File: src/design/skrf_pkg.sv
// Shared types, constants and helpers for the scalar Kalman rate fuser.
// Holds the sequencer control-word format and its microprogram ROM.
// No dependencies.
package skrf_pkg;

    localparam int FRAC_BITS_DEF = 16;
    localparam int RATE_W        = 32;
    localparam int VAR_W         = 32;
    localparam int CFG_DATA_W    = 32;
    localparam int CFG_IDX_W     = 2;
    localparam int DEN_W         = VAR_W + 1;
    localparam int PROD_W        = 2 * VAR_W;
    localparam int ACC_W         = PROD_W + 1;
    localparam int DIV_ITERS     = RATE_W;
    localparam int CNT_W         = $clog2(DIV_ITERS);

    typedef enum logic [CFG_IDX_W-1:0] {
        CFG_ODOM_OFFSET = 2'd0,
        CFG_MOTION_VAR  = 2'd1,
        CFG_MEAS_VAR    = 2'd2,
        CFG_INIT_VAR    = 2'd3
    } cfg_idx_t;

    typedef enum logic {
        REQ_IMU  = 1'b0,
        REQ_ODOM = 1'b1
    } req_t;

    typedef enum logic [3:0] {
        OP_FETCH,
        OP_DISPATCH,
        OP_PREDICT,
        OP_MUL_MEAN,
        OP_MUL_IMU,
        OP_MUL_VAR,
        OP_DIV_INIT,
        OP_DIV_STEP,
        OP_EMIT
    } op_t;

    // What holds the step counter in place.
    typedef enum logic [1:0] {
        WAIT_NONE,
        WAIT_ITEM,
        WAIT_OUT
    } wait_t;

    // Jump condition; when false the sequencer falls through to the next step.
    typedef enum logic [1:0] {
        COND_NONE,
        COND_SKIP,
        COND_ITER_LEFT,
        COND_ALWAYS
    } cond_t;

    localparam int UCODE_LEN = 9;
    localparam int STEP_W    = $clog2(UCODE_LEN);

    typedef logic [STEP_W-1:0] step_t;

    localparam step_t STEP_FETCH = step_t'(0);
    localparam step_t STEP_DIV   = step_t'(7);

    typedef struct packed {
        op_t   op;
        wait_t hold;
        cond_t cond;
        step_t target;
    } ucode_t;

    localparam ucode_t UCODE [UCODE_LEN] = '{
        '{OP_FETCH,    WAIT_ITEM, COND_NONE,      STEP_FETCH},
        '{OP_DISPATCH, WAIT_NONE, COND_SKIP,      STEP_FETCH},
        '{OP_PREDICT,  WAIT_NONE, COND_NONE,      STEP_FETCH},
        '{OP_MUL_MEAN, WAIT_NONE, COND_NONE,      STEP_FETCH},
        '{OP_MUL_IMU,  WAIT_NONE, COND_NONE,      STEP_FETCH},
        '{OP_MUL_VAR,  WAIT_NONE, COND_NONE,      STEP_FETCH},
        '{OP_DIV_INIT, WAIT_NONE, COND_NONE,      STEP_FETCH},
        '{OP_DIV_STEP, WAIT_NONE, COND_ITER_LEFT, STEP_DIV},
        '{OP_EMIT,     WAIT_OUT,  COND_ALWAYS,    STEP_FETCH}
    };

    function automatic logic [VAR_W-1:0] motion_var_default(input int frac);
        logic [63:0] v;
        v = 64'd4 << frac;
        return v[VAR_W-1:0];
    endfunction

    function automatic logic [VAR_W-1:0] meas_var_default(input int frac);
        logic [63:0] v;
        v = 64'd1 << (frac - 1);
        return v[VAR_W-1:0];
    endfunction

    function automatic logic [VAR_W-1:0] init_var_default(input int frac);
        logic [63:0] v;
        v = 64'd2000 << frac;
        return (v > 64'hFFFF_FFFF) ? '1 : v[VAR_W-1:0];
    endfunction

    function automatic logic signed [RATE_W-1:0] sat_rate(input logic signed [RATE_W+1:0] x);
        if (x > 34'sd2147483647)
            return 32'sh7FFF_FFFF;
        else if (x < -34'sd2147483648)
            return 32'sh8000_0000;
        else
            return signed'(x[RATE_W-1:0]);
    endfunction

    function automatic logic [RATE_W-1:0] mag(input logic signed [RATE_W-1:0] x);
        logic signed [RATE_W-1:0] n;
        n = -x;
        return x[RATE_W-1] ? unsigned'(n) : unsigned'(x);
    endfunction

endpackage

File: src/design/skrf_in_if.sv
// Input channel of the rate fuser: valid/ready plus one sample beat.
// Depends on skrf_pkg for field widths.
interface skrf_in_if;
    logic                                valid;
    logic                                ready;
    logic                                req_type;
    logic signed [skrf_pkg::RATE_W-1:0]  sample_value;

    modport source (output valid, output req_type, output sample_value, input ready);
    modport sink   (input valid, input req_type, input sample_value, output ready);
endinterface

File: src/design/skrf_out_if.sv
// Result channel of the rate fuser: valid/ready plus one result beat.
// Depends on skrf_pkg for field widths.
interface skrf_out_if;
    logic                                valid;
    logic                                ready;
    logic signed [skrf_pkg::RATE_W-1:0]  filtered_rate;
    logic signed [skrf_pkg::RATE_W-1:0]  offset_rate;

    modport source (output valid, output filtered_rate, output offset_rate, input ready);
    modport sink   (input valid, input filtered_rate, input offset_rate, output ready);
endinterface

File: src/design/scalar_kalman_rate_fuser_unit.sv
// Odometry item after the first: accepted at step 0, then predicted, weighted and run
// through the 32-step shared-denominator divider; no new item is taken until it is emitted.
// IMU items and the seeding odometry item give no result and return to step 0 after dispatch.
// The result register frees the input side while a result beat waits.
// rst_n clears the sequencer, flags and estimate state asynchronously and loads the
// register defaults; no clearing pass. Uses skrf_pkg, skrf_in_if, skrf_out_if.
module scalar_kalman_rate_fuser_unit #(
    parameter int FRAC_BITS = skrf_pkg::FRAC_BITS_DEF
) (
    input  logic                              clk,
    input  logic                              rst_n,
    input  logic                              cfg_we,
    input  logic [skrf_pkg::CFG_IDX_W-1:0]    cfg_index,
    input  logic [skrf_pkg::CFG_DATA_W-1:0]   cfg_wdata,
    skrf_in_if.sink                           sample,
    skrf_out_if.source                        result
);
    import skrf_pkg::*;

    localparam logic [VAR_W-1:0] MOTION_VAR_RST = motion_var_default(FRAC_BITS);
    localparam logic [VAR_W-1:0] MEAS_VAR_RST   = meas_var_default(FRAC_BITS);
    localparam logic [VAR_W-1:0] INIT_VAR_RST   = init_var_default(FRAC_BITS);

    // configuration
    logic signed [RATE_W-1:0] odom_offset_reg;
    logic [VAR_W-1:0]         motion_var_reg;
    logic [VAR_W-1:0]         meas_var_reg;

    // sequencer
    step_t                    step_reg, step_next;
    logic [CNT_W-1:0]         cnt_reg, cnt_next;
    ucode_t                   uc;
    logic                     in_fire;
    logic                     out_free;
    logic                     stall;
    logic                     jump;

    // filter state
    logic signed [RATE_W-1:0] mean_reg, mean_next;
    logic [VAR_W-1:0]         var_reg, var_next;
    logic signed [RATE_W-1:0] last_reg, last_next;
    logic signed [RATE_W-1:0] imu_reg, imu_next;
    logic                     first_reg, first_next;

    // working registers
    req_t                     req_reg, req_next;
    logic signed [RATE_W-1:0] sample_reg, sample_next;
    logic signed [RATE_W-1:0] off_reg, off_next;
    logic [PROD_W-1:0]        prod_reg, prod_next;
    logic [ACC_W-1:0]         acc_reg, acc_next;
    logic                     acc_neg_reg, acc_neg_next;
    logic [DEN_W-1:0]         den_reg, den_next;
    logic [DEN_W-1:0]         rem_a_reg, rem_a_next;
    logic [RATE_W-1:0]        num_a_reg, num_a_next;
    logic                     big_reg, big_next;
    logic [DEN_W-1:0]         rem_b_reg, rem_b_next;
    logic [VAR_W-1:0]         num_b_reg, num_b_next;

    // result register
    logic                     out_valid_reg, out_valid_next;
    logic signed [RATE_W-1:0] out_filt_reg, out_filt_next;
    logic signed [RATE_W-1:0] out_off_reg, out_off_next;

    // datapath helpers
    logic [VAR_W-1:0]         mul_a, mul_b;
    logic [PROD_W-1:0]        mul_p;
    logic [VAR_W:0]           var_sum;
    logic [DEN_W:0]           trial_a, trial_b;
    logic signed [RATE_W-1:0] fused;

    assign uc       = UCODE[step_reg];
    assign in_fire  = sample.valid && sample.ready;
    assign out_free = !out_valid_reg || result.ready;

    assign sample.ready         = (uc.op == OP_FETCH);
    assign result.valid         = out_valid_reg;
    assign result.filtered_rate = out_filt_reg;
    assign result.offset_rate   = out_off_reg;

    // next step
    always_comb
    begin
        unique case (uc.hold)
            WAIT_NONE: stall = 1'b0;
            WAIT_ITEM: stall = !in_fire;
            WAIT_OUT:  stall = !out_free;
            default:   stall = 1'b0;
        endcase
        unique case (uc.cond)
            COND_NONE:      jump = 1'b0;
            COND_SKIP:      jump = (req_reg == REQ_IMU) || first_reg;
            COND_ITER_LEFT: jump = (cnt_reg != CNT_W'(DIV_ITERS - 1));
            COND_ALWAYS:    jump = 1'b1;
            default:        jump = 1'b0;
        endcase
        if (stall)
            step_next = step_reg;
        else if (jump)
            step_next = uc.target;
        else
            step_next = step_reg + step_t'(1);
    end

    // shared multiplier
    always_comb
    begin
        unique case (uc.op)
            OP_MUL_MEAN:
            begin
                mul_a = meas_var_reg;
                mul_b = mag(mean_reg);
            end
            OP_MUL_IMU:
            begin
                mul_a = var_reg;
                mul_b = mag(imu_reg);
            end
            default:
            begin
                mul_a = meas_var_reg;
                mul_b = var_reg;
            end
        endcase
        mul_p = PROD_W'(mul_a) * PROD_W'(mul_b);
    end

    assign var_sum = {1'b0, var_reg} + {1'b0, motion_var_reg};
    assign trial_a = {rem_a_reg, num_a_reg[RATE_W-1]} - {1'b0, den_reg};
    assign trial_b = {rem_b_reg, num_b_reg[VAR_W-1]} - {1'b0, den_reg};

    // quotient to saturated signed mean
    always_comb
    begin
        if (den_reg == '0)
            fused = mean_reg;
        else if (acc_neg_reg)
            fused = (big_reg || num_a_reg > 32'h8000_0000) ? 32'sh8000_0000
                                                            : -signed'(num_a_reg);
        else
            fused = (big_reg || num_a_reg[RATE_W-1]) ? 32'sh7FFF_FFFF
                                                      : signed'(num_a_reg);
    end

    // datapath
    always_comb
    begin
        cnt_next       = cnt_reg;
        mean_next      = mean_reg;
        var_next       = var_reg;
        last_next      = last_reg;
        imu_next       = imu_reg;
        first_next     = first_reg;
        req_next       = req_reg;
        sample_next    = sample_reg;
        off_next       = off_reg;
        prod_next      = prod_reg;
        acc_next       = acc_reg;
        acc_neg_next   = acc_neg_reg;
        den_next       = den_reg;
        rem_a_next     = rem_a_reg;
        num_a_next     = num_a_reg;
        big_next       = big_reg;
        rem_b_next     = rem_b_reg;
        num_b_next     = num_b_reg;
        out_valid_next = out_valid_reg && !result.ready;
        out_filt_next  = out_filt_reg;
        out_off_next   = out_off_reg;

        unique case (uc.op)
            OP_FETCH:
            begin
                if (in_fire)
                begin
                    req_next    = req_t'(sample.req_type);
                    sample_next = sample.sample_value;
                    off_next    = sat_rate((RATE_W+2)'(sample.sample_value)
                                           + (RATE_W+2)'(odom_offset_reg));
                end
            end
            OP_DISPATCH:
            begin
                if (req_reg == REQ_IMU)
                    imu_next = sample_reg;
                else if (first_reg)
                begin
                    // seed the estimate from the first odometry beat
                    mean_next  = off_reg;
                    last_next  = off_reg;
                    first_next = 1'b0;
                end
            end
            OP_PREDICT:
            begin
                mean_next = sat_rate((RATE_W+2)'(mean_reg) + (RATE_W+2)'(off_reg)
                                     - (RATE_W+2)'(last_reg));
                var_next  = var_sum[VAR_W] ? '1 : var_sum[VAR_W-1:0];
                last_next = off_reg;
            end
            OP_MUL_MEAN:
            begin
                prod_next = mul_p;
                den_next  = {1'b0, meas_var_reg} + {1'b0, var_reg};
            end
            OP_MUL_IMU:
            begin
                acc_next     = {1'b0, prod_reg};
                acc_neg_next = mean_reg[RATE_W-1];
                prod_next    = mul_p;
            end
            OP_MUL_VAR:
            begin
                // signed-magnitude sum of the two weighted terms
                if (acc_neg_reg == imu_reg[RATE_W-1])
                    acc_next = acc_reg + {1'b0, prod_reg};
                else if (acc_reg[PROD_W-1:0] >= prod_reg)
                    acc_next = acc_reg - {1'b0, prod_reg};
                else
                begin
                    acc_next     = {1'b0, prod_reg} - acc_reg;
                    acc_neg_next = imu_reg[RATE_W-1];
                end
                prod_next = mul_p;
            end
            OP_DIV_INIT:
            begin
                big_next   = (acc_reg[ACC_W-1:RATE_W] >= den_reg);
                rem_a_next = acc_reg[ACC_W-1:RATE_W];
                num_a_next = acc_reg[RATE_W-1:0];
                rem_b_next = {1'b0, prod_reg[PROD_W-1:VAR_W]};
                num_b_next = prod_reg[VAR_W-1:0];
                cnt_next   = '0;
            end
            OP_DIV_STEP:
            begin
                // one restoring step per lane; quotient bits shift into num
                if (!trial_a[DEN_W])
                begin
                    rem_a_next = trial_a[DEN_W-1:0];
                    num_a_next = {num_a_reg[RATE_W-2:0], 1'b1};
                end
                else
                begin
                    rem_a_next = {rem_a_reg[DEN_W-2:0], num_a_reg[RATE_W-1]};
                    num_a_next = {num_a_reg[RATE_W-2:0], 1'b0};
                end
                if (!trial_b[DEN_W])
                begin
                    rem_b_next = trial_b[DEN_W-1:0];
                    num_b_next = {num_b_reg[VAR_W-2:0], 1'b1};
                end
                else
                begin
                    rem_b_next = {rem_b_reg[DEN_W-2:0], num_b_reg[VAR_W-1]};
                    num_b_next = {num_b_reg[VAR_W-2:0], 1'b0};
                end
                cnt_next = cnt_reg + CNT_W'(1);
            end
            OP_EMIT:
            begin
                if (out_free)
                begin
                    mean_next      = fused;
                    var_next       = (den_reg == '0) ? '0 : num_b_reg;
                    out_valid_next = 1'b1;
                    out_filt_next  = fused;
                    out_off_next   = off_reg;
                end
            end
            default:
            begin
            end
        endcase
    end

    // configuration writes
    always_ff @(posedge clk or negedge rst_n)
    begin
        if (!rst_n)
        begin
            odom_offset_reg <= '0;
            motion_var_reg  <= MOTION_VAR_RST;
            meas_var_reg    <= MEAS_VAR_RST;
        end
        else if (cfg_we)
        begin
            unique case (cfg_idx_t'(cfg_index))
                CFG_ODOM_OFFSET: odom_offset_reg <= signed'(cfg_wdata);
                CFG_MOTION_VAR:  motion_var_reg  <= cfg_wdata;
                CFG_MEAS_VAR:    meas_var_reg    <= cfg_wdata;
                // the initial variance only seeds the estimate at reset
                CFG_INIT_VAR:
                begin
                end
                default:
                begin
                end
            endcase
        end
    end

    // control and filter state
    always_ff @(posedge clk or negedge rst_n)
    begin
        if (!rst_n)
        begin
            step_reg      <= STEP_FETCH;
            cnt_reg       <= '0;
            mean_reg      <= '0;
            var_reg       <= INIT_VAR_RST;
            last_reg      <= '0;
            imu_reg       <= '0;
            first_reg     <= 1'b1;
            req_reg       <= REQ_IMU;
            out_valid_reg <= 1'b0;
        end
        else
        begin
            step_reg      <= step_next;
            cnt_reg       <= cnt_next;
            mean_reg      <= mean_next;
            var_reg       <= var_next;
            last_reg      <= last_next;
            imu_reg       <= imu_next;
            first_reg     <= first_next;
            req_reg       <= req_next;
            out_valid_reg <= out_valid_next;
        end
    end

    // payload registers
    always_ff @(posedge clk)
    begin
        sample_reg   <= sample_next;
        off_reg      <= off_next;
        prod_reg     <= prod_next;
        acc_reg      <= acc_next;
        acc_neg_reg  <= acc_neg_next;
        den_reg      <= den_next;
        rem_a_reg    <= rem_a_next;
        num_a_reg    <= num_a_next;
        big_reg      <= big_next;
        rem_b_reg    <= rem_b_next;
        num_b_reg    <= num_b_next;
        out_filt_reg <= out_filt_next;
        out_off_reg  <= out_off_next;
    end

endmodule

File: src/flat_wrapper.sv
// flat-port wrapper written by rule: the top's interface ports become plain ports
module scalar_kalman_rate_fuser_unit_flat import skrf_pkg::*;
#(
    parameter int FRAC_BITS = skrf_pkg::FRAC_BITS_DEF
)
  (clk, rst_n, cfg_we, cfg_index, cfg_wdata, sample_valid, sample_req_type, sample_sample_value, sample_ready, result_valid, result_filtered_rate, result_offset_rate, result_ready);
  skrf_in_if sample_i ();
  skrf_out_if result_i ();
  input  logic clk;
  input  logic rst_n;
  input  logic cfg_we;
  input  logic [skrf_pkg::CFG_IDX_W-1:0] cfg_index;
  input  logic [skrf_pkg::CFG_DATA_W-1:0] cfg_wdata;
  input wire logic [$bits(sample_i.valid)-1:0] sample_valid;
  input wire logic [$bits(sample_i.req_type)-1:0] sample_req_type;
  input wire logic [$bits(sample_i.sample_value)-1:0] sample_sample_value;
  output wire logic [$bits(sample_i.ready)-1:0] sample_ready;
  output wire logic [$bits(result_i.valid)-1:0] result_valid;
  output wire logic [$bits(result_i.filtered_rate)-1:0] result_filtered_rate;
  output wire logic [$bits(result_i.offset_rate)-1:0] result_offset_rate;
  input wire logic [$bits(result_i.ready)-1:0] result_ready;
  assign sample_i.valid = sample_valid;
  assign sample_i.req_type = sample_req_type;
  assign sample_i.sample_value = sample_sample_value;
  assign sample_ready = sample_i.ready;
  assign result_valid = result_i.valid;
  assign result_filtered_rate = result_i.filtered_rate;
  assign result_offset_rate = result_i.offset_rate;
  assign result_i.ready = result_ready;
  scalar_kalman_rate_fuser_unit #(.FRAC_BITS(FRAC_BITS)) u_core (.clk(clk), .rst_n(rst_n), .cfg_we(cfg_we), .cfg_index(cfg_index), .cfg_wdata(cfg_wdata), .sample(sample_i), .result(result_i));
endmodule
File: config.mk
export PLATFORM = sky130hd
export DESIGN_NAME = scalar_kalman_rate_fuser_unit_flat
export DESIGN_NICKNAME = d
export VERILOG_FILES = /design/src/design/skrf_pkg.sv /design/src/design/skrf_in_if.sv /design/src/design/skrf_out_if.sv /design/src/design/scalar_kalman_rate_fuser_unit.sv /design/src/flat_wrapper.sv
export SDC_FILE = /design/constraint.sdc
export NUM_CORES = 2
export LEC_CHECK = 0
export BUFFER_PORTS_ARGS = -buffer_cell sky130_fd_sc_hd__buf_2
export CORE_MARGIN = 2
export CORE_UTILIZATION = 45
export DETAILED_ROUTE_END_ITERATION = 12
export SLEW_MARGIN = 20
export SYNTH_ARGS = -nofsm -noshare
export SYNTH_HDL_FRONTEND = slang
export SYNTH_SLANG_ARGS = --single-unit
File: constraint.sdc
create_clock -name clk -period 9.76 [get_ports clk]
set_input_delay 1.464 -clock clk [delete_from_list [all_inputs] [get_ports clk]]
set_output_delay 1.464 -clock clk [all_outputs]
set_load 0.05 [all_outputs]
==> Yosys cells after proc, flatten, opt, wreduce, memory -nomap -nowiden <==
Memory sizes are Yosys's and may differ from the RTL's.
Index checks and enable logic that the tools add are counted.
{ "classes": {"n_addsub": 15, "n_mul": 1, "order_cmp": 8, "n_eq_ne": 22, "mux": 42, "bitwise": 2, "reduce_logical": 31} }
{ "op_table": {"columns": ["op", "count"], "rows": [
  ["$mux 32", 16],
  ["$pmux 32 s2", 5],
  ["$add 32x32->33", 4],
  ["$pmux 33 s2", 2],
  ["$mux 65", 2],
  ["$pmux 65 s2", 1],
  ["$neg 32->32", 3],
  ["$pmux 32 s3", 1],
  ["$gt 34x32->1 const B", 2],
  ["$lt 34x32->1 const B", 2],
  ["$sub 34x33->34", 2],
  ["$mux 33", 2],
  ["$add 65x64->65", 1],
  ["$sub 64x65->65", 1],
  ["$sub 65x64->65", 1],
  ["$ge 64x64->1", 1],
  ["$mul 32x32->64", 1],
  ["$sub 33x32->34", 1],
  ["$ge 33x33->1", 1],
  ["$logic_not 33->1", 1],
  ["$gt 32x32->1 const B", 1],
  ["$mux 12", 2],
  ["$eq 4x3->1 const B", 4],
  ["$reduce_and 2->1", 8],
  ["29 further kinds", 56]
]} }
{ "totals": {"regBits": 658, "rom_bits": 192, "in_bits": 72, "out_inout_bits": 66, "elab_cells": 147, "n_memories": 1} }
{ "memory_table": {"columns": ["memory", "depth", "width", "read_ports", "rd_ports_with_merged_regs", "wr", "line_no", "source"], "rows": [
  ["(name not given)", 16, 12, 1, 0, 0, "scalar_kalman_rate_fuser_unit.sv:71", "assign uc = UCODE[step_reg];"]
]} }

==> Logic depth before layout (Yosys ltp) <==
{ "logic_depth": {"word_depth": 8, "mapped_depth": 40, "ltp_nobuf": 38} }

==> Worst setup path before layout <==
Ideal clock, no wire load.
{ "synth_timing": {"path_type": "register to register", "startpoint": "register u_core.step_reg[1]", "endpoint": "register u_core.prod_reg[63], data pin", "setup_ns": 0.260, "arrival_time_ns": 10.146, "t_required_ns": 9.500, "setup_slack_ns": -0.646, "stages_incl_launch_ff": 37, "n_path_buf": 4, "synth_period_minus_slack_ns": 10.406, "path_cell_list": "dfrtp_1 clkbuf_1 inv_1 nand3_1 inv_1 nand2_1 clkbuf_1 clkbuf_1 o221ai_1 clkbuf_1 nand2_1 fa_1 inv_1 fa_1 inv_1 fa_1 inv_1 fa_1 inv_1 fa_1 inv_1 fa_1 fa_1 fa_1 ha_1 a21o_1 a21oi_1 nor2_1 a211o_1 a21oi_1 a311oi_1 a2111oi_0 nor3_1 and2_1 a221o_1 a21oi_1 xnor2_1"} }
{ "synth_via": {"elab_chain_cells": 7, "word_cells_on_any_way": 9, "cone_classes": "1 x mul; 2 x eq/ne; 4 x mux; 1 x bitwise; 1 x memory"} }
{ "synth_rtl": {"columns": ["element", "line_no", "source"], "rows": [
  ["start, declared", "scalar_kalman_rate_fuser_unit.sv:30", "step_t step_reg, step_next;"],
  ["start signal, assigned", "scalar_kalman_rate_fuser_unit.sv:318", "step_reg <= step_next;"],
  ["$not 4->5 (implied by the code) *", "scalar_kalman_rate_fuser_unit.sv:71", null],
  ["$mem_v2 16x12 *", null, null],
  ["$mux 12 (implied by the code) * (2 in a row)", "scalar_kalman_rate_fuser_unit.sv:71", null],
  ["$eq 4x3->1 / $eq 4x2->1 (equally long branches)", "scalar_kalman_rate_fuser_unit.sv:107", "unique case (uc.op)"],
  ["$pmux 32 s2 / $mux 32 (equally long branches)", "scalar_kalman_rate_fuser_unit.sv:107", null],
  ["$mul 32x32->64 *", "scalar_kalman_rate_fuser_unit.sv:124", "mul_p = PROD_W'(mul_a) * PROD_W'(mul_b);"],
  ["named net u_core.mul_p[63]", "scalar_kalman_rate_fuser_unit.sv:66", "logic [PROD_W-1:0] mul_p;"],
  ["end signal, assigned", "scalar_kalman_rate_fuser_unit.sv:335", "prod_reg <= prod_next;"],
  ["end, declared", "scalar_kalman_rate_fuser_unit.sv:49", "logic [PROD_W-1:0] prod_reg, prod_next;"]
]} }
Mark *: on every way through the listed nets, which the timed path passes. The rest lies on a longest branch. The select of a mux whose other input is x is not followed.
A chain may end at the register's enable or synchronous reset.

==> Final worst setup path <==
{ "layout_timing": {"startpoint": "register u_core.mean_reg[9]", "endpoint": "register u_core.prod_reg[63], data pin"} }
{ "layout_via": {"elab_chain_cells": 4} }
{ "layout_rtl": {"columns": ["element", "line_no", "source"], "rows": [
  ["start, declared", "scalar_kalman_rate_fuser_unit.sv:39", "logic signed [RATE_W-1:0] mean_reg, mean_next;"],
  ["start signal, assigned", "scalar_kalman_rate_fuser_unit.sv:320", "mean_reg <= mean_next;"],
  ["$neg 32->32", "skrf_pkg.sv:112", "n = -x;"],
  ["$mux 32 *", "skrf_pkg.sv:113", "return x[RATE_W-1] ? unsigned'(n) : unsigned'(x);"],
  ["$pmux 32 s2 *", "scalar_kalman_rate_fuser_unit.sv:107", null],
  ["$mul 32x32->64 *", "scalar_kalman_rate_fuser_unit.sv:124", null],
  ["named net u_core.mul_p[63]", "scalar_kalman_rate_fuser_unit.sv:66", null]
]} }
Mark *: on every way through the listed nets, which the timed path passes. The rest lies on a longest branch.

==> flow_summary.json <==
{
  "outcome": "finished, violations left",
  "violations": "setup timing",
  "final_nets": 11723,
  "max_stage_delay_ns": 0.56,
  "final_cells": 12574,
  "synth.distinct_cells": 103,
  "dr.pass1.iters": 6,
  "min_period_over_period": 1.058,
  "grt_pass1_wl_mm": 498.1,
  "synth_cells": 9461,
  "die_h_um": 434.7,
  "path_max_fanout": 5,
  "dp.cells": 12376,
  "hold_violations": 0,
  "yosysWarnings": 0,
  "wirelength_mm": 348.1,
  "clkSlewWorstSetupHoldPaths_ns": 0.07,
  "place_congestion": 1.065,
  "post-dp-hpwl_mm": 287.1,
  "viasPerCell": 5.934,
  "initial_core_util": 0.4516,
  "placementRows": 158,
  "final_common_cell": "inv_1",
  "num_io_pins": 138,
  "ff_latch_area_mm2": 0.01859,
  "crit_slowest_cell": "or4_4",
  "drtIter0Drc": 8186,
  "drtAntennaViolNets": 0,
  "vias": 74610,
  "fp.dieW_um": 434.7,
  "final_cell_mix": "1367 x inv_1, 1247 x nand2_1, 919 x fa_1",
  "start_kind": "flop",
  "ctsHoldBuffers": 0,
  "holdCritPathClass": "reg -> reg",
  "cts_max_path_buffers": 3,
  "synth.yosys.seq_area_share": 0.2227,
  "grt_pass1_vias": 73249,
  "synth_nets": 11162,
  "grt_max_degree": 95,
  "grt_usage": 0.3627,
  "clk_latency_ns": 0.71,
  "criticalPathCategory": "reg -> reg",
  "dp_slack_ns": -1.115,
  "syn_area_mm2": 0.08347,
  "largest_reg_flops": 65,
  "cts_buffers": 76,
  "setup_viol": 19,
  "multi_input_area_mm2": 0.05943,
  "worstMarginPinSlew_ns": 1.320,
  "cts_tree": "built",
  "post-route-min-period_ns": 10.32,
  "slew_viol_final": 0,
  "drc_errors": 0,
  "max-cap-violations": 0,
  "port_buffers": 137,
  "drive_gt1_frac": 0.1479,
  "relSlewSlack": 0.1168,
  "antenna_found_initial": 14,
  "clock-sinks": 658,
  "timing.fmax_mhz": 96.87,
  "coreArea_mm2": 0.1848,
  "wl_per_cell_um": 27.68,
  "root_buffer": "clkbuf_16",
  "dieArea_mm2": 0.1890,
  "avgSynthCellArea_um2": 8.823,
  "cp_data_arrival_time_ns": 10.75,
  "ys.flop_type": "edfxtp_1",
  "synth_edf_count": 422,
  "synthArstFlopShare": 0.3587,
  "cpMostUsedCell": "fa_1",
  "required_ns": 10.19,
  "rsz0062_at_grt": "yes",
  "fin_hold_ws_ns": 0.4676,
  "cts.htree.levels": 3,
  "finClkSkew_ns": 0.04420,
  "worst_slack_ns": -0.5636,
  "cp-end-kind": "flop",
  "grt-ovfl-total": 0,
  "syn2layout_area_growth_pct": 15.89,
  "fill_cells": 17418,
  "synth_seq_cells": 658
}
[critical path: cells and delay by family (launching register included)]
family | cells | cell delay (ns)
adders and majority gates | 9 | 4.10
buffers and inverters | 4 | 0.46
xor gates and xnor gates | 2 | 0.17
AOI/OAI and AO/OA | 11 | 2.50
DFF | 1 | 0.38
and+or+nand+nor | 9 | 2.39
[metal layers]
layer / global-route usage / vias to the layer above / share of wire
met5: 0 / - / 0.00013
met1: 0.4960 / 37378 / 0.41
li1: - / 32751 / -
met2: 0.5533 / 3687 / 0.44
met4: 0.1602 / 6 / 0.053
met3: 0.07745 / 788 / 0.097
[metrics by stage]
| step | area [um2] | setup TNS (ns) | utilization |
|---|---|---|---|
| 2_1_floorplan | 83580 | 0 | - |
| 3_3_place_gp | 92680 | -13.28 | 0.5014 |
| 3_5_place_dp | 92700 | -15.62 | 0.5015 |
| 4_1_cts | 95800 | -7.031 | 0.5183 |
| 5_1_grt | 96710 | -12.59 | 0.5232 |
| 6_report | 96730 | -6.594 | 0.5233 |
[cell type report]
type                    count  share of cell area
flip-flops and latches    658              0.1922
inverters                1382             0.05372
repair buffers            905             0.08087
clock inverters            48            0.005743
well taps                2480             0.03208
diodes                      8           0.0002070
multi-input cells        6999              0.6143
clock buffers              94             0.02088
[synth_stat cells (62+ instances only)]
cell      instances  share of area
mux2i_1         105          0.013
mux2_2          163          0.022
ha_1            693           0.10
edfxtp_1        422           0.15
xor2_1          103          0.011
a21o_1          193          0.017
inv_1          1378          0.062
nand2_1        1259          0.057
clkbuf_1        354          0.016
o31ai_1          65         0.0058
a21oi_1         608          0.036
nor3_1          108         0.0065
nand4_1          78         0.0058
nor2_1          837          0.038
o21a_1           62         0.0056
fa_1            936           0.22
a211oi_1         71         0.0064
o21bai_1         87         0.0078
dfrtp_1         227          0.068
xnor2_1         237          0.025
nand3_1          93         0.0056
o21ai_0         503          0.030
[kinds of logic after synthesis]
logic type	after synthesis	synth area share
buffers and inverters	1804	0.08196
adders and majority gates	1636	0.3292
DFF	658	0.2227
and+or+nand+nor	2699	0.1387
AOI/OAI and AO/OA	2055	0.1569
muxes	268	0.03458
xor gates and xnor gates	341	0.03587
[final timing paths]
path / from / endpoint / slack [ns] / depth (start not counted)
setup / recovery: u_core.mean_reg[9]$_DFFE_PN0P_ / u_core.prod_reg[63]$_DFFE_PP_ / -0.56 / 35
hold / removal: u_core.first_reg$_DFFE_PN1P_ / u_core.first_reg$_DFFE_PN1P_ / 0.47 / 2
setup reg to reg: u_core.mean_reg[9]$_DFFE_PN0P_ / u_core.prod_reg[63]$_DFFE_PP_ / -0.56 / 35
hold reg to reg: u_core.first_reg$_DFFE_PN1P_ / u_core.first_reg$_DFFE_PN1P_ / 0.47 / 2
max in group asynchronous: rst_n / u_core.last_reg[22]$_DFFE_PN0P_ / 7.39 / 2
min in group asynchronous: rst_n / u_core.last_reg[16]$_DFFE_PN0P_ / 0.84 / 1
[what timing repair did]
action	CTS	global route
buffers inserted	20	34
cloned	1	0
pin swaps	49	86
gates resized for setup	87	143
endpoints found under the setup margin	27	31
Power is not shown: default switching activity piles up to over one toggle a cycle in this logic, so the estimate is an artifact.
